### src/design/sha1_pkg.sv
// Shared types and constants of the SHA-1 digest block.
`timescale 1ns / 1ps
package sha1_pkg;

  // Round constants, one for each group of twenty rounds.
  localparam logic [31:0] K_0 = 32'h5A827999;
  localparam logic [31:0] K_1 = 32'h6ED9EBA1;
  localparam logic [31:0] K_2 = 32'h8F1BBCDC;
  localparam logic [31:0] K_3 = 32'hCA62C1D6;

  // Initial hash values, H0 in element 0.
  localparam logic [4:0][31:0] H_INIT = {
    32'hc3d2e1f0, 32'h10325476, 32'h98badcfe, 32'hefcdab89, 32'h67452301
  };

  localparam logic [7:0] PAD_BYTE = 8'h80;

  // Round boundaries of the four round groups.
  localparam logic [6:0] ROUND_G1   = 7'd20;
  localparam logic [6:0] ROUND_G2   = 7'd40;
  localparam logic [6:0] ROUND_G3   = 7'd60;
  localparam logic [6:0] ROUND_LAST = 7'd79;

  // Word slots in a block.
  localparam logic [3:0] SLOT_LEN_HI = 4'd14;
  localparam logic [3:0] SLOT_LAST   = 4'd15;

  localparam logic [2:0] BYTES_FULL = 3'd4;

  typedef struct packed {
    logic [31:0] a;
    logic [31:0] b;
    logic [31:0] c;
    logic [31:0] d;
    logic [31:0] e;
  } sha1_vars_t;

  typedef enum logic [4:0] {
    S_IDLE  = 5'b00001,
    S_ROUND = 5'b00010,
    S_ADD   = 5'b00100,
    S_PAD   = 5'b01000,
    S_EMIT  = 5'b10000
  } sha1_state_t;

  function automatic logic [31:0] rotl1(input logic [31:0] x);
    return {x[30:0], x[31]};
  endfunction

endpackage

### src/design/sha1_if.sv
// Channel interfaces of the SHA-1 digest block: message words in, digests out.
`timescale 1ns / 1ps
interface sha1_msg_if;
  logic        valid;
  logic        ready;
  logic [31:0] data_word;
  logic [2:0]  valid_bytes;
  logic        last_word;

  modport source (output valid, data_word, valid_bytes, last_word, input ready);
  modport sink   (input valid, data_word, valid_bytes, last_word, output ready);
endinterface

interface sha1_dig_if;
  logic        valid;
  logic        ready;
  logic [31:0] digest_h0;
  logic [31:0] digest_h1;
  logic [31:0] digest_h2;
  logic [31:0] digest_h3;
  logic [31:0] digest_h4;

  modport source (output valid, digest_h0, digest_h1, digest_h2, digest_h3, digest_h4,
                  input ready);
  modport sink   (input valid, digest_h0, digest_h1, digest_h2, digest_h3, digest_h4,
                  output ready);
endinterface

### src/design/sha1_digest.sv
// Top level of the SHA-1 digest block: word buffering, padding and round sequencer.
`timescale 1ns / 1ps
// Usage:
// Message words arrive on the msg channel as big-endian 32-bit beats, each with
// a count of bytes in use and a last mark. Only the last beat of a message may
// carry fewer than four bytes. After the last beat the block appends the 0x80
// byte, zero fill and the 64-bit bit length, and offers the five digest words
// as one beat on the dig channel. It then starts over with the initial hash.
// Flow: a beat that does not complete a 16-word block is taken into the window.
// A beat that completes a block starts the compression: 80 rounds through the
// single round unit, then an add into the hash words. After the last beat the
// padding words are pushed one at a time, each extra block is compressed the
// same way, and the digest register is loaded last.
// The digest sits in an output register, so the next message is accepted while
// a result waits; only a second result stalls until the first has been taken.
// Reset (rst, synchronous) loads the initial hash, clears the length and the
// block fill count, and drops dig.valid.
module sha1_digest (
  input logic       clk,
  input logic       rst,
  sha1_msg_if.sink  msg,
  sha1_dig_if.source dig
);
  import sha1_pkg::*;

  sha1_state_t      state;
  logic [4:0][31:0] h;
  sha1_vars_t       vars;
  sha1_vars_t       vars_next;
  logic [15:0][31:0] win;
  logic [63:0]      bit_length;
  logic [3:0]       wcount;
  logic [6:0]       rnd;

  // Padding progress of the final block(s).
  logic             padding;
  logic             pad_mark;
  logic             hi_done;
  logic             len_done;

  logic             out_valid;
  logic [4:0][31:0] out_h;

  logic             accept;
  logic [2:0]       nb_eff;
  logic [31:0]      first_word;
  logic [31:0]      pad_word;
  logic             push_en;
  logic [31:0]      push_data;
  logic             block_full;
  logic [31:0]      w_new;

  assign accept = msg.valid && msg.ready;
  assign msg.ready = (state == S_IDLE);

  // A short count counts only on the last word, and counts above four mean four.
  assign nb_eff = (!msg.last_word || msg.valid_bytes > BYTES_FULL) ? BYTES_FULL
                                                                   : msg.valid_bytes;

  // The last word carries the 0x80 byte itself unless it is full.
  always_comb begin
    case (nb_eff)
      3'd4:    first_word = msg.data_word;
      3'd3:    first_word = {msg.data_word[31:8], PAD_BYTE};
      3'd2:    first_word = {msg.data_word[31:16], PAD_BYTE, 8'h00};
      3'd1:    first_word = {msg.data_word[31:24], PAD_BYTE, 16'h0000};
      default: first_word = {PAD_BYTE, 24'h000000};
    endcase
  end

  // Words appended after the last message word: the pending 0x80 word, zero
  // fill up to slot 14, then the length high and low words.
  always_comb begin
    if (pad_mark) begin
      pad_word = {PAD_BYTE, 24'h000000};
    end else if (hi_done) begin
      pad_word = bit_length[31:0];
    end else if (wcount == SLOT_LEN_HI) begin
      pad_word = bit_length[63:32];
    end else begin
      pad_word = '0;
    end
  end

  always_comb begin
    push_en   = 1'b0;
    push_data = '0;
    case (state)
      S_IDLE: begin
        push_en   = accept;
        push_data = msg.last_word ? first_word : msg.data_word;
      end
      S_PAD: begin
        push_en   = 1'b1;
        push_data = pad_word;
      end
      default: begin
        push_en   = 1'b0;
        push_data = '0;
      end
    endcase
  end

  assign block_full = push_en && (wcount == SLOT_LAST);

  // The window shifts by one word each round; the expanded word enters at the
  // top, so the schedule taps are fixed positions.
  assign w_new = rotl1(win[13] ^ win[8] ^ win[2] ^ win[0]);

  sha1_round u_round (
    .round_idx (rnd),
    .vars_cur  (vars),
    .w_cur     (win[0]),
    .vars_next (vars_next)
  );

  always_ff @(posedge clk) begin
    if (rst) begin
      state      <= S_IDLE;
      h          <= H_INIT;
      vars       <= '0;
      bit_length <= '0;
      wcount     <= '0;
      rnd        <= '0;
      padding    <= 1'b0;
      pad_mark   <= 1'b0;
      hi_done    <= 1'b0;
      len_done   <= 1'b0;
      out_valid  <= 1'b0;
    end else begin
      // In the emit state the digest register is reloaded below instead.
      if (dig.valid && dig.ready && state != S_EMIT) begin
        out_valid <= 1'b0;
      end

      if (push_en) begin
        win    <= {push_data, win[15:1]};
        wcount <= wcount + 4'd1;
        if (block_full) begin
          // Working variable a starts from H0, e from H4.
          vars <= {h[0], h[1], h[2], h[3], h[4]};
          rnd  <= '0;
        end
      end

      case (state)
        S_IDLE: begin
          if (accept) begin
            bit_length <= bit_length + {58'd0, nb_eff, 3'b000};
            if (msg.last_word) begin
              padding  <= 1'b1;
              pad_mark <= (nb_eff == BYTES_FULL);
            end
            if (block_full) begin
              state <= S_ROUND;
            end else if (msg.last_word) begin
              state <= S_PAD;
            end
          end
        end
        S_PAD: begin
          if (pad_mark) begin
            pad_mark <= 1'b0;
          end else if (hi_done) begin
            len_done <= 1'b1;
          end else if (wcount == SLOT_LEN_HI) begin
            hi_done <= 1'b1;
          end
          if (block_full) begin
            state <= S_ROUND;
          end
        end
        S_ROUND: begin
          vars <= vars_next;
          win  <= {w_new, win[15:1]};
          rnd  <= rnd + 7'd1;
          if (rnd == ROUND_LAST) begin
            state <= S_ADD;
          end
        end
        S_ADD: begin
          h[0] <= h[0] + vars.a;
          h[1] <= h[1] + vars.b;
          h[2] <= h[2] + vars.c;
          h[3] <= h[3] + vars.d;
          h[4] <= h[4] + vars.e;
          rnd  <= '0;
          if (len_done) begin
            state <= S_EMIT;
          end else if (padding) begin
            state <= S_PAD;
          end else begin
            state <= S_IDLE;
          end
        end
        S_EMIT: begin
          if (!out_valid || dig.ready) begin
            out_h      <= h;
            out_valid  <= 1'b1;
            h          <= H_INIT;
            bit_length <= '0;
            padding    <= 1'b0;
            hi_done    <= 1'b0;
            len_done   <= 1'b0;
            state      <= S_IDLE;
          end
        end
        default: begin
          state <= S_IDLE;
        end
      endcase
    end
  end

  assign dig.valid     = out_valid;
  assign dig.digest_h0 = out_h[0];
  assign dig.digest_h1 = out_h[1];
  assign dig.digest_h2 = out_h[2];
  assign dig.digest_h3 = out_h[3];
  assign dig.digest_h4 = out_h[4];

endmodule

### src/design/sha1_round.sv
// One SHA-1 round: round function, constant select and the five-term add.
`timescale 1ns / 1ps
module sha1_round (
  input  logic [6:0]           round_idx,
  input  sha1_pkg::sha1_vars_t vars_cur,
  input  logic [31:0]          w_cur,
  output sha1_pkg::sha1_vars_t vars_next
);
  import sha1_pkg::*;

  logic [31:0] f;
  logic [31:0] k;
  logic [31:0] tmp;

  always_comb begin
    if (round_idx < ROUND_G1) begin
      f = (vars_cur.b & vars_cur.c) | (~vars_cur.b & vars_cur.d);
      k = K_0;
    end else if (round_idx < ROUND_G2) begin
      f = vars_cur.b ^ vars_cur.c ^ vars_cur.d;
      k = K_1;
    end else if (round_idx < ROUND_G3) begin
      f = (vars_cur.b & vars_cur.c) | (vars_cur.b & vars_cur.d) |
          (vars_cur.c & vars_cur.d);
      k = K_2;
    end else begin
      f = vars_cur.b ^ vars_cur.c ^ vars_cur.d;
      k = K_3;
    end
  end

  assign tmp = {vars_cur.a[26:0], vars_cur.a[31:27]} + f + vars_cur.e + k + w_cur;

  assign vars_next.a = tmp;
  assign vars_next.b = vars_cur.a;
  assign vars_next.c = {vars_cur.b[1:0], vars_cur.b[31:2]};
  assign vars_next.d = vars_cur.c;
  assign vars_next.e = vars_cur.d;

endmodule

### src/flat_wrapper.sv
// flat-port wrapper written by rule: the top's interface ports become plain ports
module sha1_digest_flat import sha1_pkg::*;
  (clk, rst, msg_valid, msg_data_word, msg_valid_bytes, msg_last_word, msg_ready, dig_valid, dig_digest_h0, dig_digest_h1, dig_digest_h2, dig_digest_h3, dig_digest_h4, dig_ready);
  sha1_msg_if msg_i ();
  sha1_dig_if dig_i ();
  input logic clk;
  input logic rst;
  input wire logic [$bits(msg_i.valid)-1:0] msg_valid;
  input wire logic [$bits(msg_i.data_word)-1:0] msg_data_word;
  input wire logic [$bits(msg_i.valid_bytes)-1:0] msg_valid_bytes;
  input wire logic [$bits(msg_i.last_word)-1:0] msg_last_word;
  output wire logic [$bits(msg_i.ready)-1:0] msg_ready;
  output wire logic [$bits(dig_i.valid)-1:0] dig_valid;
  output wire logic [$bits(dig_i.digest_h0)-1:0] dig_digest_h0;
  output wire logic [$bits(dig_i.digest_h1)-1:0] dig_digest_h1;
  output wire logic [$bits(dig_i.digest_h2)-1:0] dig_digest_h2;
  output wire logic [$bits(dig_i.digest_h3)-1:0] dig_digest_h3;
  output wire logic [$bits(dig_i.digest_h4)-1:0] dig_digest_h4;
  input wire logic [$bits(dig_i.ready)-1:0] dig_ready;
  assign msg_i.valid = msg_valid;
  assign msg_i.data_word = msg_data_word;
  assign msg_i.valid_bytes = msg_valid_bytes;
  assign msg_i.last_word = msg_last_word;
  assign msg_ready = msg_i.ready;
  assign dig_valid = dig_i.valid;
  assign dig_digest_h0 = dig_i.digest_h0;
  assign dig_digest_h1 = dig_i.digest_h1;
  assign dig_digest_h2 = dig_i.digest_h2;
  assign dig_digest_h3 = dig_i.digest_h3;
  assign dig_digest_h4 = dig_i.digest_h4;
  assign dig_i.ready = dig_ready;
  sha1_digest u_core (.clk(clk), .rst(rst), .msg(msg_i), .dig(dig_i));
endmodule
### config.mk
export PLATFORM = sky130hd
export DESIGN_NAME = sha1_digest_flat
export DESIGN_NICKNAME = d
export VERILOG_FILES = /design/src/design/sha1_pkg.sv /design/src/design/sha1_if.sv /design/src/design/sha1_digest.sv /design/src/design/sha1_round.sv /design/src/flat_wrapper.sv
export SDC_FILE = /design/constraint.sdc
export NUM_CORES = 2
export LEC_CHECK = 0
export ABC_AREA = 1
export BUFFER_PORTS_ARGS = -buffer_cell sky130_fd_sc_hd__clkbuf_2
export CORE_MARGIN = 5
export CORE_UTILIZATION = 50
export CTS_CLUSTER_DIAMETER = 120
export DETAILED_ROUTE_END_ITERATION = 16
export GPL_TIMING_DRIVEN = 0
export PLACE_DENSITY_LB_ADDON = 0.12
export SLEW_MARGIN = 20
export SYNTH_ARGS = -nofsm -noshare
export SYNTH_HDL_FRONTEND = slang
export SYNTH_SLANG_ARGS = --single-unit
### constraint.sdc
create_clock -name clk -period 29.2 [get_ports clk]
set_input_delay 4.38 -clock clk [delete_from_list [all_inputs] [get_ports clk]]
set_output_delay 4.38 -clock clk [all_outputs]
set_load 0.01 [all_outputs]
Word-level counts from Yosys, hierarchy flattened
Cells that the tools add are included.
Widths: inputs -> output; s select.
- $add $sub $neg: 12
- $lt $le $gt $ge: 4
- eq/ne operators: 21
- mux-type cells: 53
- bitwise logic cells: 14
- reductions and logical operators: 27
- operator list (operator ; number):
    $mux 512 ; 2
    $mux 160 ; 4
    $pmux 160 s2 ; 1
    $add 32x32->32 ; 9
    $mux 32 ; 9
    $xor 32x32->32 ; 5
    $and 32x32->32 ; 4
    $mux 64 ; 2
    $pmux 32 s4 ; 1
    $pmux 64 s2 ; 1
    $or 32x32->32 ; 3
    $add 64x6->64 ; 1
    $pmux 32 s2 ; 1
    $mux 5 ; 7
    $not 32->32 ; 1
    $mux 31 ; 1
    $pmux 5 s5 ; 1
    $lt 7x6->1 const B ; 2
    $mux 7 ; 2
    $pmux 7 s2 ; 1
    $mux 1 ; 13
    $reduce_and 3->1 ; 4
    $reduce_bool 2->1 ; 6
    $pmux 1 s2 ; 5
    other kinds (28) ; 45
- register bits after elaboration: 1077
- bits of input ports: 40
- output and inout port bits: 162
- logic and storage cells: 171

Depth between registers and ports, before layout
- depth after elaboration: 11
- gate-level depth with buffers: 32
- depth with buffers taken out: 31

Modules after synthesis
Synthesis repeated with hierarchy kept, for this count alone.
- cells, all modules: 6293
- area, all modules: 56492.9 sq um
- modules (own cells, without submodules) (module ; times used ; cells an instance ; area each (sq um) ; sequential area each (sq um)):
    sha1_digest ; 1 ; 5275 ; 49143.4 ; 28227.1
    sha1_round ; 1 ; 1018 ; 7349.5 ; 0.0

Worst setup path after synthesis
OpenSTA, ideal clock, no wires.
- path type: input -> register
- from: input rst
- to: register u_core.win[0] in the netlist's numbering (enable)
- library setup time: 0.858 ns
- data arrival time: 14.699 ns
- setup slack: 13.642 ns
- stages: 4
- cells stage by stage: inv_1 clkbuf_1 o21ai_0 inv_1
- longest elaborated chain between the ends: 2
- RTL lines (item ; line ; text):
    start: declaration ; flat_wrapper.sv:7 ; input logic rst;
    $not 1->1 (no line) ; -- ;
    $reduce_and 2->1 (no line) ; -- ;
    end signal: assignment ; sha1_digest.sv:137 ; win <= {push_data, win[15:1]};
    end signal: assignment ; sha1_digest.sv:175 ; win <= {w_new, win[15:1]};
    end: declaration ; sha1_digest.sv:30 ; logic [15:0][31:0] win;
Every way passes these cells.
A chain may end at the register's enable or synchronous reset.

Worst setup path after layout
- from: input rst
- to: register u_core.out_h, in the netlist u_core.dig.digest_h3[5] (enable)
- longest elaborated chain between the ends: 2
- RTL lines (item ; line ; text):
    $not 1->1 (no line) ; -- ;
    $reduce_and 3->1 (no line) ; -- ;
    end signal: assignment ; sha1_digest.sv:198 ; out_h <= h;
    end: declaration ; sha1_digest.sv:42 ; logic [4:0][31:0] out_h;
Every way passes these cells.

==> metrics.txt <==
synthesized area=54800 sq um; pre-CTS setup slack=20.86 ns; RSZ-0062 raised after global routing=false; Max VDD drop=0.0575 mV; worst reg2reg path endpoint=u_core.vars[157]; post-route cell area=61700 sq um; Worst-Margin Slew=1.31 ns; Total GRT Usage=0.343; Initial Util=0.504; post-route ant nets=0; quantity of hold-fixing buffers added after cts=0; Placed Area=58000 sq um; Setup Buffers After CTS=0; Pwr Total=3.55 mW; largest net degree at the start of global routing=119; Fin Hold WS=0.404 ns; Rel. slew slack=0.125; non-filler cells, final=7863; fraction of registers with async set/reset=0; final count of pins violating max slew=0; Reg2Reg Depth=25; routed wire length=204000 um; final worst setup slack=21.59 ns; Tmin final=7.61 ns; drc violations=0; CTS Sinks=1074; max-cap viol count=0; Mapped Cells=6021; clk slew on worst S/H paths=0.06 ns; initial antenna violation count=8; Fin Setup TNS=0 ns; IO buf count=201; post_cts resized=0; CP startpoint=rst; Sequential cell area=28200 sq um; Tcrit/Tclk final=0.261; CTS Buf Count=110; Vias/cell=5.86; Via Count=46049; H-Tree Depth=3; Synthesized Nets=6407; leakage=24.5 nW; WP data required=29.65 ns; critical path class=in -> reg; Std-Cell Rows=121; Final nets=6734; multi-input logic area=23600 sq um; Crit path arrival time=8.07 ns; Max FO, Critical Path=28; core area=109000 sq um; mean routed wirelength per cell=26.0 um; FF+latch count, synth=1074; fraction of layout cells with a size suffix above 1=0.0756; Yosys cell types=57; Ys Warns=0; Area growth syn-to-layout=12.6%; Pwr Density=57.5 nW/um^2; io pins=202; Hold Vio Cnt, Final=0; Final Setup Violations=0; status=complete, no violations; clk_lat worst skew=0.74 ns; hold depth=0; area leader, netlist=edfxtp_1; clock root buffer=clkbuf_16; Fillers=9808; top_reg_cell synth=edfxtp_1; top-area cell type share of the netlist area=0.368; vias in the first global route=43093; total gr overflow=0; Reg-to-Reg Start=u_core.rnd[2]; Core Util, Final=0.567; fmax=131 MHz; internal reg-to-reg setup slack=22.87 ns; Critical Path Sink=u_core.dig.digest_h3[5]; top post-synthesis cells by area=edfxtp_1, dfxtp_1, nand2_1; clock buffer depth=3; crit end category=register; first-pass GRT wire length=292000 um; worst hold path class=reg -> reg; Post-synth EDFFs=672; Die Y=341 um; sequential area share after synthesis=0.515; initial drt markers=4781; global placer's final weighted congestion=1.01; type of origin of the critical path=primary input; Post-DP HPWL=160000 um; Final Skew=0.0414 ns; syn avg cell area=9.11 sq um; TritonCTS clock tree=built; drt pass-1 iters=6; Inst Count DP=7650; die area=116000 sq um; Die Width=341 um
synth_stat cells, types with 6 or more instances:
master / number
a21o_1: 22
o211ai_1: 47
dfxtp_1: 402
nand3_1: 359
inv_1: 611
nor3_1: 71
o221ai_1: 14
xnor2_1: 75
nand3b_1: 31
o21a_1: 28
buf_1: 8
or2_2: 15
and3_1: 9
o21ai_0: 282
nor4_1: 17
nand2_1: 1511
a22oi_1: 6
inv_2: 7
edfxtp_1: 672
clkbuf_1: 122
o22ai_1: 24
o21bai_1: 35
a21boi_0: 19
nand4_1: 101
a21oi_1: 489
nor2_2: 6
nor2_1: 395
a31oi_1: 133
fa_1: 121
buf_4: 9
buf_2: 31
xor2_1: 76
ha_1: 225
cells by family (layout without fill, tap and decap cells):
group / after synthesis / count (layout) / synth area share
AO/OA/AOI/OAI: 1122 / 1122 / 0.116
XOR/XNOR: 151 / 151 / 0.0241
adder cells (fa/ha/maj): 346 / 346 / 0.0955
buffers and inverters: 792 / 1215 / 0.0557
flip-flops: 1074 / 1074 / 0.515
multiplexers: 1 / 1 / 0.000205
other: 0 / 5 / 0
AND/OR/NAND/NOR: 2535 / 2535 / 0.194
placed cells by master, fill, tap and decap left out, types with 19 or more instances in the layout:
cell and instances:
o21ai_0 282, clkbuf_1 128, buf_2 33, clkinv_1 25
a31oi_1 133, o211ai_1 47, a21boi_0 19, nand2_1 1511
nor2_1 394, edfxtp_1 672, o21a_1 28, inv_1 610
nor3_1 71, ha_1 225, nand3_1 359, fa_1 121
nand4_1 101, xor2_1 76, a21o_1 22, xnor2_1 75
o22ai_1 24, clkbuf_16 112, nand3b_1 31, dfxtp_1 402
a21oi_1 489, o21bai_1 35, clkbuf_2 218
metal layers:
metal  GRT usage  up-vias  part of all wire
met4       0.186        4             0.064
met5           0        -           0.00010
met2       0.552     2266              0.46
li1            -    21242                 -
met3      0.0642      525             0.088
met1       0.441    22012              0.39
area by class of cell:
type | count | share of cell area
tap | 1414 | 0.0287
antenna | 5 | 0.000203
clock buffer | 144 | 0.0488
clock inverter | 64 | 0.0122
inverter | 621 | 0.0379
buffer | 171 | 0.0121
timing repair buffer | 215 | 0.0212
sequential | 1074 | 0.457
multi-input combinational | 4155 | 0.382
where the power goes:
part / internal (mW) / switching (mW) / leakage [nW] / total, mW
logic: 0.0834 / 0.216 / 13.3 / 0.299
clock network: 0.825 / 0.628 / 1.81 / 1.45
registers: 1.75 / 0.0488 / 9.42 / 1.80
registers in the layout, summed over array words and instances, names as in the netlist, 61 cells and up:
| name | flops |
|---|---|
| u_core.win | 512 |
| u_core.h | 160 |
| u_core.vars | 160 |
| u_core.bit_length | 61 |
worst min-delay path by stage:
stage,start,endpoint
2_1_floorplan,u_core.win[32],u_core.win[0]
3_3_place_gp,u_core.win[140],u_core.win[108]
3_5_place_dp,u_core.win[132],u_core.win[100]
4_1_cts,u_core.win[46],u_core.win[14]
5_1_grt,u_core.win[344],u_core.win[312]
6_report,u_core.win[46],u_core.win[14]
worst max-delay path, stage by stage:
cell	delay, ns
clkbuf_2	0.15
clkbuf_1	0.86
clkbuf_1	0.72
clkbuf_1	0.90
nor2_4	0.33
buf_12	0.27
buf_12	0.18
buf_12	0.18
No activity file was read; power rests on OpenSTA's default activity.
